--- config.mk ---
export PLATFORM = sky130hd
export DESIGN_NAME = utf8_word_tokenizer_top
export DESIGN_NICKNAME = d
export VERILOG_FILES = /design/src/hw/rtl/utf8tok_pkg.sv /design/src/hw/rtl/utf8_word_tokenizer_top.sv /design/src/hw/rtl/utf8tok_front.sv /design/src/hw/rtl/utf8tok_fifo.sv /design/src/hw/rtl/utf8tok_back.sv
export SDC_FILE = /design/constraint.sdc
export NUM_CORES = 1
export LEC_CHECK = 0
export ABC_AREA = 1
export BUFFER_PORTS_ARGS = -buffer_cell sky130_fd_sc_hd__buf_4
export CORE_ASPECT_RATIO = 1.2
export CORE_MARGIN = 2
export CORE_UTILIZATION = 55
export CTS_CLUSTER_SIZE = 12
export DETAILED_ROUTE_END_ITERATION = 10
export PLACE_DENSITY = 0.8
export RECOVER_POWER = 25
export SLEW_MARGIN = 20
export SYNTH_ARGS = -nofsm -noshare
export SYNTH_HDL_FRONTEND = slang
export SYNTH_SLANG_ARGS = --single-unit
--- constraint.sdc ---
create_clock -name clk -period 5.9 [get_ports clk]
set_input_delay 0 -clock clk [delete_from_list [all_inputs] [get_ports clk]]
set_output_delay 0 -clock clk [all_outputs]
set_load 0.01 [all_outputs]
--- src/hw/rtl/utf8tok_pkg.sv ---
package utf8tok_pkg;

    localparam int CP_W       = 21;
    localparam int QDEPTH     = 4;
    localparam int QPTR_W     = $clog2(QDEPTH);
    localparam int QCNT_W     = $clog2(QDEPTH + 1);

    localparam logic [7:0] ASCII_LIMIT = 8'h80;
    localparam logic [7:0] LEAD2_MASK  = 8'hE0;
    localparam logic [7:0] LEAD2_VAL   = 8'hC0;
    localparam logic [7:0] LEAD3_MASK  = 8'hF0;
    localparam logic [7:0] LEAD3_VAL   = 8'hE0;
    localparam logic [7:0] LEAD4_MASK  = 8'hF8;
    localparam logic [7:0] LEAD4_VAL   = 8'hF0;
    localparam logic [7:0] LEAD2_DATA  = 8'h1F;
    localparam logic [7:0] LEAD3_DATA  = 8'h0F;
    localparam logic [7:0] LEAD4_DATA  = 8'h07;

    localparam logic [CP_W-1:0] CP_ASCII_MAX = 21'h00007F;
    localparam logic [CP_W-1:0] CP_LAT1_LO   = 21'h0000C0;
    localparam logic [CP_W-1:0] CP_LAT1_HI   = 21'h0000FF;
    localparam logic [CP_W-1:0] CP_CYR_LO    = 21'h000400;
    localparam logic [CP_W-1:0] CP_CYR_HI    = 21'h0004FF;
    localparam logic [CP_W-1:0] CP_CASE_OFS  = 21'h000020;

    localparam logic KIND_BYTE   = 1'b0;
    localparam logic KIND_MARKER = 1'b1;

    typedef struct packed {
        logic [7:0] in_byte;
        logic       end_of_text;
    } item_t;

    typedef struct packed {
        logic [7:0] out_byte;
        logic       result_kind;
        logic       last_of_run;
    } result_t;

    // one entry per input byte that produces results: 0..2 token bytes, then optional marker
    typedef struct packed {
        logic [1:0] nbytes;
        logic [7:0] byte0;
        logic [7:0] byte1;
        logic       marker;
    } cmd_t;

    typedef struct packed {
        logic valid;
        cmd_t cmd;
    } cmd_wr_t;

    function automatic logic is_word_point(input logic [CP_W-1:0] cp);
        logic w;
        w = ((cp >= CP_W'("a")) && (cp <= CP_W'("z")))
         || ((cp >= CP_W'("A")) && (cp <= CP_W'("Z")))
         || ((cp >= CP_W'("0")) && (cp <= CP_W'("9")))
         || (cp == CP_W'("'")) || (cp == CP_W'("-")) || (cp == CP_W'("$"))
         || ((cp >= CP_CYR_LO) && (cp <= CP_CYR_HI))
         || ((cp >= CP_LAT1_LO) && (cp <= CP_LAT1_HI));
        return w;
    endfunction

endpackage

--- src/hw/rtl/utf8_word_tokenizer_top.sv ---
// Result path: each command is registered in a queue slot, then in the output register.
// Throughput: one byte per cycle while full is low; one result beat per cycle on pop.
// Each byte makes 0..3 result beats; a 4-entry command queue between decode and
// output sequencing absorbs bursts, and full rises only when that queue is full.
// Reset (rst_n low, async) clears decode state, open-token flag and the queue.
module utf8_word_tokenizer_top
    import utf8tok_pkg::*;
(
    input  logic    clk,
    input  logic    rst_n,
    input  logic    push,
    output logic    full,
    input  item_t   item,
    output logic    empty,
    input  logic    pop,
    output result_t result
);

    cmd_wr_t wr;
    cmd_t    q_cmd;
    logic    q_empty;
    logic    q_full;
    logic    q_rd;
    logic    accept;

    assign full   = q_full;
    assign accept = push && !q_full;

    utf8tok_front u_front (
        .clk    (clk),
        .rst_n  (rst_n),
        .accept (accept),
        .item   (item),
        .wr     (wr)
    );

    utf8tok_fifo u_fifo (
        .clk     (clk),
        .rst_n   (rst_n),
        .wr      (wr),
        .rd      (q_rd),
        .rd_cmd  (q_cmd),
        .q_empty (q_empty),
        .q_full  (q_full)
    );

    utf8tok_back u_back (
        .clk     (clk),
        .rst_n   (rst_n),
        .q_cmd   (q_cmd),
        .q_empty (q_empty),
        .q_rd    (q_rd),
        .pop     (pop),
        .empty   (empty),
        .result  (result)
    );

endmodule

--- src/hw/rtl/utf8tok_front.sv ---
module utf8tok_front
    import utf8tok_pkg::*;
(
    input  logic    clk,
    input  logic    rst_n,
    input  logic    accept,
    input  item_t   item,
    output cmd_wr_t wr
);

    logic [CP_W-1:0] acc_reg, acc_next;
    logic [1:0]      rem_reg, rem_next;
    logic            open_reg, open_next;

    logic [CP_W-1:0] acc_shift;
    logic [1:0]      rem_dec;
    logic [CP_W-1:0] cp;
    logic [CP_W-1:0] cp_low;
    logic            done;
    logic            word;
    logic            open_mid;
    logic            close_now;
    cmd_t            cmd;

    assign acc_shift = {acc_reg[CP_W-7:0], item.in_byte[5:0]};
    assign rem_dec   = rem_reg - 2'd1;

    always_comb
    begin
        acc_next = acc_reg;
        rem_next = rem_reg;
        cp       = '0;
        done     = 1'b0;
        priority if (rem_reg != 2'd0)
        begin
            rem_next = rem_dec;
            if (rem_dec == 2'd0)
            begin
                cp       = acc_shift;
                acc_next = '0;
                done     = 1'b1;
            end
            else
            begin
                acc_next = acc_shift;
            end
        end
        else if (item.in_byte < ASCII_LIMIT)
        begin
            cp   = CP_W'(item.in_byte);
            done = 1'b1;
        end
        else if ((item.in_byte & LEAD2_MASK) == LEAD2_VAL)
        begin
            acc_next = CP_W'(item.in_byte & LEAD2_DATA);
            rem_next = 2'd1;
        end
        else if ((item.in_byte & LEAD3_MASK) == LEAD3_VAL)
        begin
            acc_next = CP_W'(item.in_byte & LEAD3_DATA);
            rem_next = 2'd2;
        end
        else if ((item.in_byte & LEAD4_MASK) == LEAD4_VAL)
        begin
            acc_next = CP_W'(item.in_byte & LEAD4_DATA);
            rem_next = 2'd3;
        end
        else
        begin
            // bad lead byte decodes as code point zero
            cp   = '0;
            done = 1'b1;
        end

        if (item.end_of_text)
        begin
            acc_next = '0;
            rem_next = 2'd0;
        end
    end

    always_comb
    begin
        if ((cp >= CP_W'("A")) && (cp <= CP_W'("Z")))
            cp_low = cp + CP_CASE_OFS;
        else
            cp_low = cp;
        word = is_word_point(cp_low);

        cmd       = '0;
        open_mid  = open_reg;
        close_now = 1'b0;
        if (done && word)
        begin
            open_mid = 1'b1;
            if (cp_low <= CP_ASCII_MAX)
            begin
                cmd.nbytes = 2'd1;
                cmd.byte0  = cp_low[7:0];
            end
            else
            begin
                // word points above ASCII all fit in two bytes
                cmd.nbytes = 2'd2;
                cmd.byte0  = {3'b110, cp_low[10:6]};
                cmd.byte1  = {2'b10, cp_low[5:0]};
            end
        end
        else if (done && open_reg)
        begin
            open_mid  = 1'b0;
            close_now = 1'b1;
        end

        cmd.marker = close_now || (item.end_of_text && open_mid);
        open_next  = item.end_of_text ? 1'b0 : open_mid;

        wr.cmd   = cmd;
        wr.valid = accept && ((cmd.nbytes != 2'd0) || cmd.marker);
    end

    always_ff @(posedge clk or negedge rst_n)
    begin
        if (!rst_n)
        begin
            acc_reg  <= '0;
            rem_reg  <= '0;
            open_reg <= 1'b0;
        end
        else if (accept)
        begin
            acc_reg  <= acc_next;
            rem_reg  <= rem_next;
            open_reg <= open_next;
        end
    end

endmodule

--- src/hw/rtl/utf8tok_fifo.sv ---
module utf8tok_fifo
    import utf8tok_pkg::*;
(
    input  logic    clk,
    input  logic    rst_n,
    input  cmd_wr_t wr,
    input  logic    rd,
    output cmd_t    rd_cmd,
    output logic    q_empty,
    output logic    q_full
);

    cmd_t              slot_reg [QDEPTH];
    logic [QPTR_W-1:0] wr_ptr_reg, wr_ptr_next;
    logic [QPTR_W-1:0] rd_ptr_reg, rd_ptr_next;
    logic [QCNT_W-1:0] cnt_reg, cnt_next;
    logic              do_wr;
    logic              do_rd;

    assign q_empty = (cnt_reg == '0);
    assign q_full  = (cnt_reg == QCNT_W'(QDEPTH));
    assign rd_cmd  = slot_reg[rd_ptr_reg];
    assign do_wr   = wr.valid && !q_full;
    assign do_rd   = rd && !q_empty;

    always_comb
    begin
        wr_ptr_next = do_wr ? wr_ptr_reg + QPTR_W'(1) : wr_ptr_reg;
        rd_ptr_next = do_rd ? rd_ptr_reg + QPTR_W'(1) : rd_ptr_reg;
        cnt_next    = cnt_reg + QCNT_W'(do_wr) - QCNT_W'(do_rd);
    end

    always_ff @(posedge clk)
    begin
        if (do_wr)
            slot_reg[wr_ptr_reg] <= wr.cmd;
    end

    always_ff @(posedge clk or negedge rst_n)
    begin
        if (!rst_n)
        begin
            wr_ptr_reg <= '0;
            rd_ptr_reg <= '0;
            cnt_reg    <= '0;
        end
        else
        begin
            wr_ptr_reg <= wr_ptr_next;
            rd_ptr_reg <= rd_ptr_next;
            cnt_reg    <= cnt_next;
        end
    end

endmodule

--- src/hw/rtl/utf8tok_back.sv ---
module utf8tok_back
    import utf8tok_pkg::*;
(
    input  logic    clk,
    input  logic    rst_n,
    input  cmd_t    q_cmd,
    input  logic    q_empty,
    output logic    q_rd,
    input  logic    pop,
    output logic    empty,
    output result_t result
);

    cmd_t       cmd_reg, cmd_next;
    logic       valid_reg, valid_next;
    logic [1:0] idx_reg, idx_next;

    logic [1:0] total;
    logic       last;
    logic       pop_ok;
    logic       load;

    assign total  = cmd_reg.nbytes + 2'(cmd_reg.marker);
    assign last   = (idx_reg == total - 2'd1);
    assign pop_ok = pop && valid_reg;
    assign load   = !valid_reg || (pop_ok && last);
    assign q_rd   = load && !q_empty;
    assign empty  = !valid_reg;

    always_comb
    begin
        cmd_next   = cmd_reg;
        valid_next = valid_reg;
        idx_next   = idx_reg;
        if (load)
        begin
            cmd_next   = q_cmd;
            valid_next = !q_empty;
            idx_next   = 2'd0;
        end
        else if (pop_ok)
        begin
            idx_next = idx_reg + 2'd1;
        end
    end

    always_comb
    begin
        result.last_of_run = last;
        if (idx_reg < cmd_reg.nbytes)
        begin
            result.out_byte    = (idx_reg == 2'd0) ? cmd_reg.byte0 : cmd_reg.byte1;
            result.result_kind = KIND_BYTE;
        end
        else
        begin
            result.out_byte    = 8'h00;
            result.result_kind = KIND_MARKER;
        end
    end

    always_ff @(posedge clk)
    begin
        if (load)
            cmd_reg <= cmd_next;
    end

    always_ff @(posedge clk or negedge rst_n)
    begin
        if (!rst_n)
        begin
            valid_reg <= 1'b0;
            idx_reg   <= '0;
        end
        else
        begin
            valid_reg <= valid_next;
            idx_reg   <= idx_next;
        end
    end

endmodule

======== After elaboration in Yosys (flattened, before gate mapping) ========
Memories as Yosys holds them, arrays and structs flattened. A register that Yosys moved wholly into a read port is not among the register bits.
Cells that the tools add are included.
storage, ports and cells
  register bits ........................... 28
  memory bits (writable) .................. 76
  input port bits ......................... 13
  output and inout bits ................... 12
  logic and storage cells ................. 116
  memories kept ........................... 1
operators by class
  add/sub/neg operators ................... 9
  order comparisons ....................... 15
  eq/ne operators ......................... 9
  muxes and demuxes ....................... 37
  reductions and logical operators ........ 37
memories
  name             words  bits a word  read ports  clocked after Yosys merged registers in  write ports  RTL line            RTL
  u_fifo.slot_reg  4      19           1           1                                        1            utf8tok_fifo.sv:13  cmd_t slot_reg [QDEPTH];
operators with widths
  operator                                               number
  2-to-1 mux 15 bit                                      7
  <= comparator 21 x 7 -> 1 bit, second input constant   4
  == test 21 x 6 -> 1 bit, second input constant         3
  >= comparator 21 x 7 -> 1 bit, second input constant   3
  2-to-1 mux 21 bit                                      3
  2-to-1 mux 8 bit                                       3
  adder 21 x 6 -> 21 bit, second input constant          1
  >= comparator 21 x 11 -> 1 bit, second input constant  1
  >= comparator 21 x 6 -> 1 bit, second input constant   1
  >= comparator 21 x 8 -> 1 bit, second input constant   1
  <= comparator 21 x 11 -> 1 bit, second input constant  1
  <= comparator 21 x 6 -> 1 bit, second input constant   1
  <= comparator 21 x 8 -> 1 bit, second input constant   1
  2-to-1 mux 18 bit                                      1
  logical AND 1 bit                                      16
  2-to-1 mux 2 bit                                       8
  2-to-1 mux 1 bit                                       13
  logical OR 1 bit                                       10
  2-to-1 mux 10 bit                                      1
  2-to-1 mux 9 bit                                       1
  < comparator 8 bit, second input constant              1
  adder 2 x 1 -> 2 bit, second input constant            3
  == test 3 bit, second input constant                   2
  nonzero test 2 bit                                     3
  other kinds (14)                                       18

======== Logic depth before layout (Yosys ltp) ========
Gate-level depths: netlist of run 1.
  word-level depth ........................ 25
  mapped depth ............................ 28
  depth with buffers taken out ............ 27

======== Hierarchy ========
Synthesis of run 1 repeated with hierarchy kept, for this count alone.
unflattened totals
  cells, all modules ...................... 679
  area, all modules ....................... 6,224.7 um2
modules (own cells, without submodules)
  module                   instances  cells each  area each (um2)  seq. area each (um2)
  utf8tok_fifo             1          300         3,444.6          2,457.4
  utf8tok_front            1          285         1,780.5          450.4
  utf8tok_back             1          92          989.7            645.6
  utf8_word_tokenizer_top  1          2           10.0             0.0

======== Least setup slack after synthesis of run 1 ========
No wires, ideal clock.
  kind .................................... register -> register
  start ................................... register u_front.rem_reg[0]
  end ..................................... memory u_fifo.slot_reg[0][0] (netlist bit) (enable)
  setup time .............................. 0.391 ns
  arrival ................................. 3.344 ns
  data required time ...................... 5.509 ns
  path slack .............................. 2.165 ns
  stages on the path, launching flop included .. 21
  buffers on the path ..................... 1
  period minus slack after synthesis ...... 3.735 ns
  cell sequence ........................... dfrtp_1 buf_4 nor2_1 nand2_1 nand2_1 ha_1 inv_1 nand2_1 nor2_1 nand2_1 nor2_2 nand2_4 nand3_4 nand2_4 nor2_8 inv_2 nor4_4 nor2_8 o311ai_4 nand2_4 nor2_1
between the ends
  longest elaborated chain between the ends .. 25
  elaborated cells on any way between the ends .. 54
  classes of those cells .................. add/sub: 2; order compare: 13; eq/ne: 3; mux: 13; reduce/logical: 23
RTL lines
  item                                                                            RTL line              RTL
  start, declared                                                                 utf8tok_front.sv:12   logic [1:0] rem_reg, rem_next;
  start signal, assigned                                                          utf8tok_front.sv:133  rem_reg <= rem_next;
  subtractor 2 x 1 -> 2 bit                                                       utf8tok_front.sv:26   assign rem_dec = rem_reg - 2'd1;
  zero test 2 bit                                                                 utf8tok_front.sv:37   if (rem_dec == 2'd0)
  2-to-1 mux 21 bit                                                               utf8tok_front.sv:37
  2-to-1 mux 21 bit                                                               utf8tok_front.sv:34   priority if (rem_reg != 2'd0)
  >= comparator 21 x 7 -> 1 bit or <= comparator 21 x 7 -> 1 bit (tied branches)  utf8tok_front.sv:84   if ((cp >= CP_W'("A")) && (cp <= CP_W'("Z")))
  logical AND 1 bit                                                               utf8tok_front.sv:84
  2-to-1 mux 21 bit                                                               utf8tok_front.sv:84
  >= comparator 21 x 7 -> 1 bit, or another cell as far along                     utf8tok_pkg.sv:55     w = ((cp >= CP_W'("a")) && (cp <= CP_W'("z")))
  [9 not listed]                                                                  -
  2-to-1 mux 1 bit                                                                utf8tok_front.sv:93   if (done && word)
  logical AND 1 bit                                                               utf8tok_front.sv:115  cmd.marker = close_now || (item.end_of_text && open_mid);
  logical OR 1 bit                                                                utf8tok_front.sv:115
  logical OR 1 bit (*)                                                            utf8tok_front.sv:119  wr.valid = accept && ((cmd.nbytes != 2'd0) || cmd.marker);
  logical AND 1 bit (*)                                                           utf8tok_front.sv:119
  logical AND 1 bit (*)                                                           utf8tok_fifo.sv:23    assign do_wr = wr.valid && !q_full;
  2-to-1 mux 1 bit (*)                                                            utf8tok_fifo.sv:35    if (do_wr)
  2-to-1 mux 1 bit (not written as such) (*)                                      utf8tok_fifo.sv:36    slot_reg[wr_ptr_reg] <= wr.cmd;
  end, declared                                                                   utf8tok_fifo.sv:13
Mark *: on every way between the ends. The rest lies on a longest branch, timed or not.

======== Worst setup path in the final report of run 1 ========
  start ................................... register u_front.rem_reg[0]
  end ..................................... register u_fifo.cnt_reg[2]
between the ends
  longest elaborated chain between the ends .. 25
  elaborated cells on any way between the ends .. 54
  classes of those cells .................. add/sub: 4; order compare: 13; eq/ne: 3; mux: 11; reduce/logical: 23
RTL lines
  item                                                                            RTL line              RTL
  subtractor 2 x 1 -> 2 bit                                                       utf8tok_front.sv:26
  zero test 2 bit                                                                 utf8tok_front.sv:37
  2-to-1 mux 21 bit                                                               utf8tok_front.sv:37
  2-to-1 mux 21 bit                                                               utf8tok_front.sv:34
  >= comparator 21 x 7 -> 1 bit or <= comparator 21 x 7 -> 1 bit (tied branches)  utf8tok_front.sv:84
  logical AND 1 bit                                                               utf8tok_front.sv:84
  2-to-1 mux 21 bit                                                               utf8tok_front.sv:84
  >= comparator 21 x 7 -> 1 bit, or another cell as far along                     utf8tok_pkg.sv:55
  [11 not listed]                                                                 -
  logical OR 1 bit                                                                utf8tok_front.sv:115
  logical OR 1 bit (*)                                                            utf8tok_front.sv:119
  logical AND 1 bit (*)                                                           utf8tok_front.sv:119
  logical AND 1 bit (*)                                                           utf8tok_fifo.sv:23
  net u_fifo.do_wr                                                                utf8tok_fifo.sv:17    logic do_wr;
  adder 3 x 1 -> 3 bit (*)                                                        utf8tok_fifo.sv:30    cnt_next = cnt_reg + QCNT_W'(do_wr) - QCNT_W'(do_rd);
  subtractor 3 x 1 -> 3 bit (*)                                                   utf8tok_fifo.sv:30
  net u_fifo.cnt_next[2]                                                          utf8tok_fifo.sv:16    logic [QCNT_W-1:0] cnt_reg, cnt_next;
  end signal, assigned                                                            utf8tok_fifo.sv:51    cnt_reg <= cnt_next;
  end, declared                                                                   utf8tok_fifo.sv:16
Mark *: on every way through the listed nets, which the timed path passes. The rest lies on a longest branch.
A chain may end at the register's enable or synchronous reset.

==> results.md, run 1 <==
* WP data required at between 6000 and 7000 ps
* Seq/Total Area, Yosys at 0.578
* P per Cell Area at 590 nW/um^2
* Setup violators final at 0
* Iteration-0 DRC Markers at between 300 and 400
* Clock sinks at 113
* Io pins at 25
* HP Class: input pin to flop
* GRT Overall Usage at 0.233
* Syn Inst Count at 566
* Fin Setup TNS at 0 ps
* CP bufs+invs at 2
* Clock tree from TritonCTS: built
* Placer Congestion at ~0.91
* VDD IR max at slightly below 300 uV
* Yosys top cell by area: edfxtp_1
* Sequential cell area at 3250 um^2
* Max incr delay on CP at 650 ps
* Non-Filler Instances at roughly 740
* DRT antenna net count at 0
* Final Hold Vio Count at 0
* Routed wire length at between 10000 and 15000 um
* Worst Path Max Fanout at 14
* Drt pass-1 iters at 7
* Largest net degree at the start of global routing at 38
* Worst setup SP type: flop
* Port bufs at 24
* Die ar. at 11100 um^2
* Most frequent CP cell: nand2_1
* Most common cell in the netlist: edfxtp_1
* Core area at around 10000 um^2
* Main area contributors after synthesis: edfxtp_1 45%, dfrtp_1 12%, o21ai_0 5.4%
* Fin Clk Skew at between 9 and 10 ps
* Slew Limit Fails at 29
* Post-placement cell count at 704
* Worst-Margin Slew at 1530 ps
* # nets final at ~630
* Chip Height at between 100 and 150 um
* Post-CTS Setup Repair Bufs at 0
* Post-Synthesis Cell Area at 5630 um^2
* Num rows at 40
* Number of remaining DRC errors at 0
* Vias/cell at 5.67
* Ratio of cells with drive above 1 in the final layout at 0.120
* Root buf cell: clkbuf_16
* RSZ-0062 raised after global routing: false
* Max FFs per register at 68
* Asr flop ratio synth at 0.248
* Share of the synthesized area in the top cell type at 0.453
* Worst Path Arrival at 4190 ps
* P&R area growth vs syn at 16.0%
* Failing checks: capacitance limit, slew limit
* Mean post-synth cell area at 9.95 um^2
* Primary FF master, synth: edfxtp_1
* Cts bufs inserted at 17
* Total grt overflow at 0
* Die width at between 90 and 100 um
* Crit Path Class: flop to flop
* Crit share post-route at 0.663
* Post-synth EDFFs at 85
* Final Total Pwr at 3.86 mW
* Clock slew at reported path FFs at 50 ps
* DP Area at 5920 um^2
* Total number of vias at 4215
* Top cells by count, synth: 85 x edfxtp_1, 81 x nor2_1, 80 x nand2_1
* Max clock buf depth at 2
* Detailed placement HPWL at 8310 um
* Status: finished, violations left
* N_diodes at 0
* Ys Warns at 0
* Period minus WS final at between 3000 and 4000 ps
* Unique cell type count in the Yosys netlist at 46
* Initial antenna violation count at 0
* Achievable Freq at 256 MHz
* Fillers at 793
* Crit. End Element: flop
* Leakage power at 2.63 nW
* CTS H-tree lvls at 4
* Initial core utilization at 0.562
* Max_cap viols at 1
* Synth Net Count at 591
* DR WL/cell at approximately 16 um
* Design area at about 6500 um^2
* Delay-heaviest family, CP: simple AND/OR/NAND/NOR gates
* Insertion delay to the later sink of the worst-skew pair at slightly above 400 ps
* Number of global-route vias before repair at 4080
* First-pass GRT wire length at 19200 um
* Slew margin rel. at -0.0232
* CP max stage cell: dfrtp_1
* Yosys reg bits at 113
* Area of the multi-input gates at approximately 2100 um^2
[per-stage QoR]
step / utilization / setup WS, ps / hold slack [ps]
global route: 0.653 / 1630 / 188
CTS: 0.658 / 2000 / 61.0
global placement: 0.591 / 2110 / -62.0
finish: 0.653 / 1990 / 127
detailed placement: 0.591 / 2020 / -59.1
floorplan: - / 2170 / -296
[power by group]
part	total, mW	switching (mW)	internal (mW)
combinational	1.48	1.02	0.460
clock	0.985	0.331	0.653
sequential	1.39	0.169	1.22
total	3.86	1.52	2.34
[logic make-up (layout without fill, tap and decap cells)]
logic type               after synthesis  after routing  share of synthesized area
XOR/XNOR                               6              6                    0.00934
adder cells (fa/ha/maj)               12             12                     0.0280
AND/OR/NAND/NOR                      245            245                      0.217
AO/OA/AOI/OAI                        111            111                      0.110
buffers and inverters                 79            131                     0.0576
flip-flops                           113            113                      0.578
[cell usage in the layout, fill, tap and decap left out, types with 3 or more instances in the layout]
master / synthesis / routed
bufinv_16: 0 / 3
dlygate4sd3_1: 0 / 9
clkbuf_1: 12 / 16
nand4_1: 7 / 7
dfrtp_1: 28 / 28
clkbuf_16: 0 / 17
clkinv_1: 0 / 4
edfxtp_1: 85 / 85
o22ai_1: 17 / 17
nor2_4: 3 / 3
inv_1: 59 / 59
nand3_1: 33 / 33
o21ai_1: 4 / 3
nand2_2: 7 / 7
o21ai_0: 61 / 62
xor2_1: 5 / 5
nand2_1: 80 / 80
buf_4: 2 / 15
ha_1: 11 / 11
nor2_1: 81 / 81
a21oi_1: 19 / 19
nor3_1: 9 / 9
nand3_2: 4 / 4
nand2_4: 6 / 6
[tightest hold or removal path: cells and delay by family]
family / cells / cell delay [ps]
buf+inv: 1 / 110
simple gates: 4 / 300
compound gates: 1 / 80
[layout make-up]
| type | count | share of cell area |
|---|---|---|
| Clock buffer | 19 | 0.0663 |
| Clock inverter | 12 | 0.0218 |
| Inverter | 62 | 0.0364 |
| Multi-Input combinational cell | 374 | 0.314 |
| Sequential cell | 113 | 0.498 |
| Tap cell | 126 | 0.0241 |
| Timing Repair Buffer | 38 | 0.0391 |
[path summary, 6_finish.rpt]
kind                                                       start                               end  slack, ps  depth (start not counted)
max in group asynchronous                                  rst_n      u_front.open_reg$_DFFE_PN0P_       4490                          2
min in group asynchronous                                  rst_n     u_back.idx_reg[0]$_DFFE_PN0P_        500                          2
worst max-delay path              u_front.rem_reg[0]$_DFFE_PN0P_       u_fifo.cnt_reg[2]$_DFF_PN0_       1990                         25
worst min-delay path                                     item[7]    u_front.rem_reg[0]$_DFFE_PN0P_        130                          6
worst max register to register    u_front.rem_reg[0]$_DFFE_PN0P_       u_fifo.cnt_reg[2]$_DFF_PN0_       1990                         25
worst min register to register  u_fifo.wr_ptr_reg[1]$_DFFE_PN0P_  u_fifo.wr_ptr_reg[1]$_DFFE_PN0P_        560                          2
[metal layers]
layer | track usage | vias up | wire (um)
met5 | 0 | - | 0
met4 | 0.116 | 0 | 378
met3 | 0.0564 | 31 | 634
met2 | 0.410 | 161 | 6360
met1 | 0.261 | 1998 | 4620
li1 | - | 2025 | -
[timing repair]
action | CTS | global route
hold buffers | 9 | 0
endpoints found under the hold margin | 37 | 0
gates resized for setup | 0 | 0
Note: power is estimated with default switching activity, not from simulation.
==> run 2: changes to the inputs <==
==> constraint.sdc (replaced) <==
create_clock -name clk -period 4 [get_ports clk]
set_input_delay 0 -clock clk [delete_from_list [all_inputs] [get_ports clk]]
set_output_delay 0 -clock clk [all_outputs]
set_load 0.01 [all_outputs]
==> results.md, run 2 (same netlist as run 1, synthesis figures left out) <==
* # nets final at 639 (was 631)
* Root buf cell: clkbuf_16 (unchanged)
* Worst setup SP type: flop (unchanged)
* Period minus WS final at 3660 ps (was 3910 ps)
* Die ar. at 11100 um^2 (unchanged)
* Routed wire length at 12100 um (was 12000 um)
* Slew margin rel. at -0.0304 (was -0.0232)
* CP max stage cell: dfrtp_2 (was dfrtp_1)
* Initial core utilization at 0.562 (unchanged)
* Met3 wire len at 641 um (was 634 um)
* Total number of vias at 4253 (was 4215)
* Clock sinks at 113 (unchanged)
* Number of global-route vias before repair at 4043 (was 4080)
* Leakage power at 2.65 nW (was 2.63 nW)
* Worst hold endpoint: u_front.rem_reg[0]$_DFFE_PN0P_ (unchanged)
* Die width at 96.4 um (unchanged)
* Slew Limit Fails at 66 (was 29)
* HP Class: input pin to flop (unchanged)
* Largest net degree at the start of global routing at 38 (unchanged)
* Worst Path Arrival at 3950 ps (was 4190 ps)
* CP bufs+invs at 4 (was 2)
* WP data required at 4290 ps (was 6180 ps)
* Max FFs per register at 68 (unchanged)
* Core area at 10000 um^2 (unchanged)
* Fin Clk Skew at 7.35 ps (was 9.26 ps)
* R2R cell count at 24 (was 25)
* N_diodes at 0 (unchanged)
* Max_cap viols at 2 (was 1)
* Setup violators final at 0 (unchanged)
* Met2 wire len at 6480 um (was 6360 um)
* P per Cell Area at 864 nW/um^2 (was 590 nW/um^2)
* VDD IR max at 414 uV (was 290 uV)
* Clock slew at reported path FFs at 50 ps (about the same)
* DR WL/cell at 16.0 um (was 16.1 um)
* Worst Hold Depth at 6 (unchanged)
* First-pass GRT wire length at 19300 um (was 19200 um)
* Ratio of cells with drive above 1 in the final layout at 0.144 (was 0.120)
* Placer Congestion at 0.913 (was 0.914)
* Fillers at 786 (was 793)
* Final Total Pwr at 5.66 mW (was 3.86 mW)
* Drt pass-1 iters at 6 (was 7)
* Top Metal Used: met4 (unchanged)
* Io pins at 25 (unchanged)
* Initial antenna violation count at 0 (unchanged)
* Detailed placement HPWL at 8260 um (was 8310 um)
* Final Hold Vio Count at 0 (unchanged)
* FF-to-FF setup slack at 340 ps (was 1990 ps)
* Delay-heaviest family, CP: simple AND/OR/NAND/NOR gates (unchanged)
* Total grt overflow at 0 (unchanged)
* Port bufs at 24 (unchanged)
* Insertion delay to the later sink of the worst-skew pair at 410 ps (about the same)
* Cts bufs inserted at 17 (unchanged)
* Crit share post-route at 0.916 (was 0.663)
* Max incr delay on CP at 460 ps (was 650 ps)
* RR Startpoint: u_front.rem_reg[0]$_DFFE_PN0P_ (unchanged)
* Crit Path Class: flop to flop (unchanged)
* Number of remaining DRC errors at 0 (unchanged)
* Worst-Margin Slew at 1550 ps (was 1530 ps)
* Crit. End Element: flop (unchanged)
* Status: finished, violations left (unchanged)
* Post-Route M1 WL at 4680 um (was 4620 um)
* DRT antenna net count at 0 (unchanged)
* Reg-to-reg endpoint: u_fifo.cnt_reg[2]$_DFF_PN0_ (unchanged)
* Most common cell after layout, fill and taps aside: edfxtp_1 (unchanged)
* Highest-count cells in the layout ignoring fill and taps: 85 x edfxtp_1, 81 x nor2_1, 80 x nand2_1 (unchanged)
* P&R area growth vs syn at 16.4% (was 16.0%)
* Iteration-0 DRC Markers at 300 (was 301)
* Worst Path Max Fanout at 8 (was 14)
* Chip Height at 115 um (unchanged)
* RSZ-0062 raised after global routing: false (unchanged)
* GRT Overall Usage at 0.235 (was 0.233)
* Worst hold start: item[7] (unchanged)
* Clock tree from TritonCTS: built (unchanged)
* Max clock buf depth at 2 (unchanged)
* CTS H-tree lvls at 4 (unchanged)
* Vias/cell at 5.65 (was 5.67)
* Fin Setup TNS at 0 ps (unchanged)
* CP cell instances: inv_4 -> nand2_4 -> nand3_2 -> inv_1 -> ha_1 -> inv_1 -> nand2_1 -> nor2_1 -> nand2_1 -> nor2_2 -> nand2_4 -> nand2_4 -> nand2_1 -> nand2_1 -> nor2_1 -> nand3_1 -> nand4_4 -> nor2_8 -> o311ai_4 -> nand2_4 -> inv_1 -> ha_1 -> fa_1 -> xor2_1
* Num rows at 40 (unchanged)
* Achievable Freq at 273 MHz (was 256 MHz)
* Failing checks: capacitance limit, slew limit (unchanged)
[run 2: how the worst max path moves through the flow]
| stage | start | to | depth (start not counted) |
|---|---|---|---|
| after CTS | u_front.rem_reg[0]$_DFFE_PN0P_ | u_fifo.cnt_reg[2]$_DFF_PN0_ | 23 |
| after detailed placement | u_front.rem_reg[0]$_DFFE_PN0P_ | u_fifo.cnt_reg[2]$_DFF_PN0_ | 23 |
| after global routing | u_front.rem_reg[0]$_DFFE_PN0P_ | u_fifo.cnt_reg[2]$_DFF_PN0_ | 26 |
| after global placement | u_front.rem_reg[0]$_DFFE_PN0P_ | u_fifo.cnt_reg[2]$_DFF_PN0_ | 23 |
| after floorplan | u_front.rem_reg[0]$_DFFE_PN0P_ | u_fifo.slot_reg[0][0]$_DFFE_PP_ | 20 |
| final | u_front.rem_reg[0]$_DFFE_PN0P_ | u_fifo.cnt_reg[2]$_DFF_PN0_ | 24 |
[run 2: layer usage]
| layer | vias to the layer above | global-route usage |
|---|---|---|
| met5 | - | 0 |
| met3 | 24 | 0.0629 |
| met2 | 167 | 0.412 |
| met1 | 2012 | 0.269 |
| li1 | 2050 | - |
| met4 | 0 | 0.102 |
[run 2: stage by stage]
stage	area, um^2	setup WS (ps)	instances	hold slack (ps)	utilization
final	6550	337	753	108	0.654
after floorplan	5630	265	566	-296	-
after global placement	5930	313	706	-61.6	0.593
after global routing	6550	22.1	753	122	0.654
after detailed placement	5930	193	706	-54.8	0.593
after CTS	6560	161	747	59.2	0.656
[run 2: what timing repair did]
item | CTS | global route
endpoints found under the setup margin | 0 | 41
setup buffers | 0 | 6
hold endpoints to repair | 37 | 0
gates resized for setup | 0 | 2
hold buffers | 9 | 0
[run 2: worst min-delay path, cell delays in order]
cell     delay (ps)
buf_4           110
nand2_1          90
nor3b_1          70
nand2_1          60
nand4_1          80
o21ai_0          70
[run 2: power breakdown]
group          internal [mW]  switching [mW]  leakage (nW)
clock                  0.794           0.535         0.265
combinational          0.734            1.61          1.24
sequential              1.81           0.180          1.15
total                   3.33            2.33          2.65
[run 2: final cells by class]
class / instances / area (um^2) / area share
multi-input combinational: 374 / 2050 / 0.313
sequential: 113 / 3260 / 0.497
clock buffer: 17 / 425 / 0.0649
clock inverter: 15 / 113 / 0.0172
inverter: 62 / 238 / 0.0363
tap: 126 / 158 / 0.0241
timing repair buffer: 46 / 309 / 0.0472
==> run 3: changes to the inputs <==
--- a/config.mk
+++ b/config.mk
@@ -18,3 +18,4 @@
 export SYNTH_ARGS = -nofsm -noshare
 export SYNTH_HDL_FRONTEND = slang
 export SYNTH_SLANG_ARGS = --single-unit
+export TNS_END_PERCENT = 10
==> constraint.sdc (replaced) <==
create_clock -name clk -period 4 [get_ports clk]
set_input_delay 0.6 -clock clk [delete_from_list [all_inputs] [get_ports clk]]
set_output_delay 0.6 -clock clk [all_outputs]
set_load 0.01 [all_outputs]
==> results.md, run 3 (same netlist as run 1, synthesis figures left out) <==
* Fillers at 744 (was 786)
* Crit share post-route at 0.952 (was 0.916)
* Non-Filler Instances at 741 (was 753)
* Ratio of cells with drive above 1 in the final layout at 0.150 (was 0.144)
* Setup violators final at 0 (unchanged)
* Crit Path Class: flop to flop (unchanged)
* Max FFs per register at 68 (unchanged)
* Root buf cell: clkbuf_16 (unchanged)
* Status: finished, violations left (unchanged)
* Clock sinks at 113 (unchanged)
* Worst Path Arrival at 4090 ps (was 3950 ps)
* Drt pass-1 iters at 6 (unchanged)
* Placer Congestion at 0.962 (was 0.913)
* Min Hold Slack at 431 ps (was 108 ps)
* Crit. End Element: flop (unchanged)
* Core area at 10000 um^2 (unchanged)
* Clock slew at reported path FFs at 50 ps (about the same)
* WP data required at 4280 ps (was 4290 ps)
* Total number of vias at 4389 (was 4253)
* First-pass GRT wire length at 20400 um (was 19300 um)
* Worst-Margin Slew at 1530 ps (was 1550 ps)
* N_diodes at 0 (unchanged)
* Sequential cell area at 3250 um^2 (was 3260 um^2)
* Place WS at 112 ps (was 193 ps)
* Max_cap viols at 2 (unchanged)
* CTS H-tree lvls at 4 (unchanged)
* Vias/cell at 5.92 (was 5.65)
* Chip Height at 115 um (unchanged)
* DRT antenna net count at 0 (unchanged)
* Die ar. at 11100 um^2 (unchanged)
* Most common cell after layout, fill and taps aside: edfxtp_1 (unchanged)
* Area of the multi-input gates at 2070 um^2 (was 2050 um^2)
* Setup slack after layout at 193 ps (was 337 ps)
* Slew Limit Fails at 67 (was 66)
* P&R area growth vs syn at 16.9% (was 16.4%)
* Io pins at 25 (unchanged)
* # nets final at 628 (was 639)
* Final Hold Vio Count at 0 (unchanged)
* Detailed placement HPWL at 8310 um (was 8260 um)
* Leakage power at 2.69 nW (was 2.65 nW)
* Worst Path Max Fanout at 8 (unchanged)
* Insertion delay to the later sink of the worst-skew pair at 410 ps (about the same)
* CP max stage cell: dfrtp_2 (unchanged)
* Highest-count cells in the layout ignoring fill and taps: 85 x edfxtp_1, 81 x nor2_1, 79 x nand2_1 (was 85 x edfxtp_1, 81 x nor2_1, 80 x nand2_1)
* CP bufs+invs at 5 (was 4)
* Slew margin rel. at -0.0199 (was -0.0304)
* VDD IR max at 418 uV (was 414 uV)
* Num rows at 40 (unchanged)
* Max incr delay on CP at 450 ps (was 460 ps)
* Fin Clk Skew at 8.75 ps (was 7.35 ps)
* P per Cell Area at 919 nW/um^2 (was 864 nW/um^2)
* Iteration-0 DRC Markers at 496 (was 300)
* Max clock buf depth at 2 (unchanged)
* Most frequent CP cell: nand2_1
* Clock tree from TritonCTS: built (unchanged)
* Routed wire length at 12600 um (was 12100 um)
* Number of remaining DRC errors at 0 (unchanged)
* Initial antenna violation count at 0 (unchanged)
* Post-placement cell count at 708 (was 706)
* Number of global-route vias before repair at 4287 (was 4043)
* Failing checks: capacitance limit, slew limit (unchanged)
* Initial core utilization at 0.562 (unchanged)
* Cts bufs inserted at 17 (unchanged)
* Hold buffers post-CTS at 0 (was 9)
* Total grt overflow at 0 (unchanged)
* HP Class: input pin to flop (unchanged)
* GRT Overall Usage at 0.248 (was 0.235)
* Fin util at 0.658 (was 0.654)
* Largest net degree at the start of global routing at 38 (unchanged)
* Worst setup SP type: flop (unchanged)
* Period minus WS final at 3810 ps (was 3660 ps)
* DR WL/cell at 17.1 um (was 16.0 um)
* Die width at 96.4 um (unchanged)
* Delay-heaviest family, CP: simple AND/OR/NAND/NOR gates (unchanged)
* Achievable Freq at 263 MHz (was 273 MHz)
* Port bufs at 24 (unchanged)
* Final Total Pwr at 6.05 mW (was 5.66 mW)
-- run 3: area by class of cell --
class	instances	area share
clock buffers	17	0.0646
clock inverters	14	0.0297
inverters	62	0.0361
multi-input cells	374	0.314
flip-flops and latches	113	0.494
well taps	126	0.0240
repair buffers	35	0.0371
-- run 3: per-stage QoR --
stage | TNS, ps | cell area (um^2)
floorplan | 0 | 5630
global placement | 0 | 5950
finish | 0 | 6580
global route | -5.05 | 6580
CTS | 0 | 6570
detailed placement | 0 | 5950
-- run 3: layer usage --
layer | share of wire | up-vias | global-route usage | routed length [um]
met5 | 0 | - | 0 | 0
met4 | 0.037 | 0 | 0.138 | 466
met3 | 0.056 | 46 | 0.0491 | 703
met2 | 0.53 | 229 | 0.436 | 6660
met1 | 0.38 | 2086 | 0.278 | 4810
li1 | - | 2028 | - | -
-- run 3: final timing paths --
kind	start	to	slack, ps	cells past startpoint
max	u_front.rem_reg[0]$_DFFE_PN0P_	u_fifo.cnt_reg[2]$_DFF_PN0_	190	26
min	item[0]	u_front.rem_reg[1]$_DFFE_PN0P_	430	2
max reg2reg	u_front.rem_reg[0]$_DFFE_PN0P_	u_fifo.cnt_reg[2]$_DFF_PN0_	190	26
min reg2reg	u_front.acc_reg[9]$_DFFE_PN0P_	u_front.acc_reg[9]$_DFFE_PN0P_	540	2
max in group asynchronous	rst_n	u_front.rem_reg[0]$_DFFE_PN0P_	2440	1
min in group asynchronous	rst_n	u_fifo.rd_ptr_reg[1]$_DFFE_PN0P_	550	1
-- run 3: power by group --
group	internal [mW]	total, mW	switching [mW]	leakage [nW]
clock network	1.09	1.58	0.493	0.300
logic	0.807	2.49	1.68	1.24
registers	1.81	1.98	0.174	1.15
total	3.70	6.05	2.35	2.69
-- run 3: timing repair --
action / 4_1_cts / 5_1_grt
resized for setup: 0 / 4
endpoints found under the setup margin: 0 / 57
setup buffers: 0 / 2
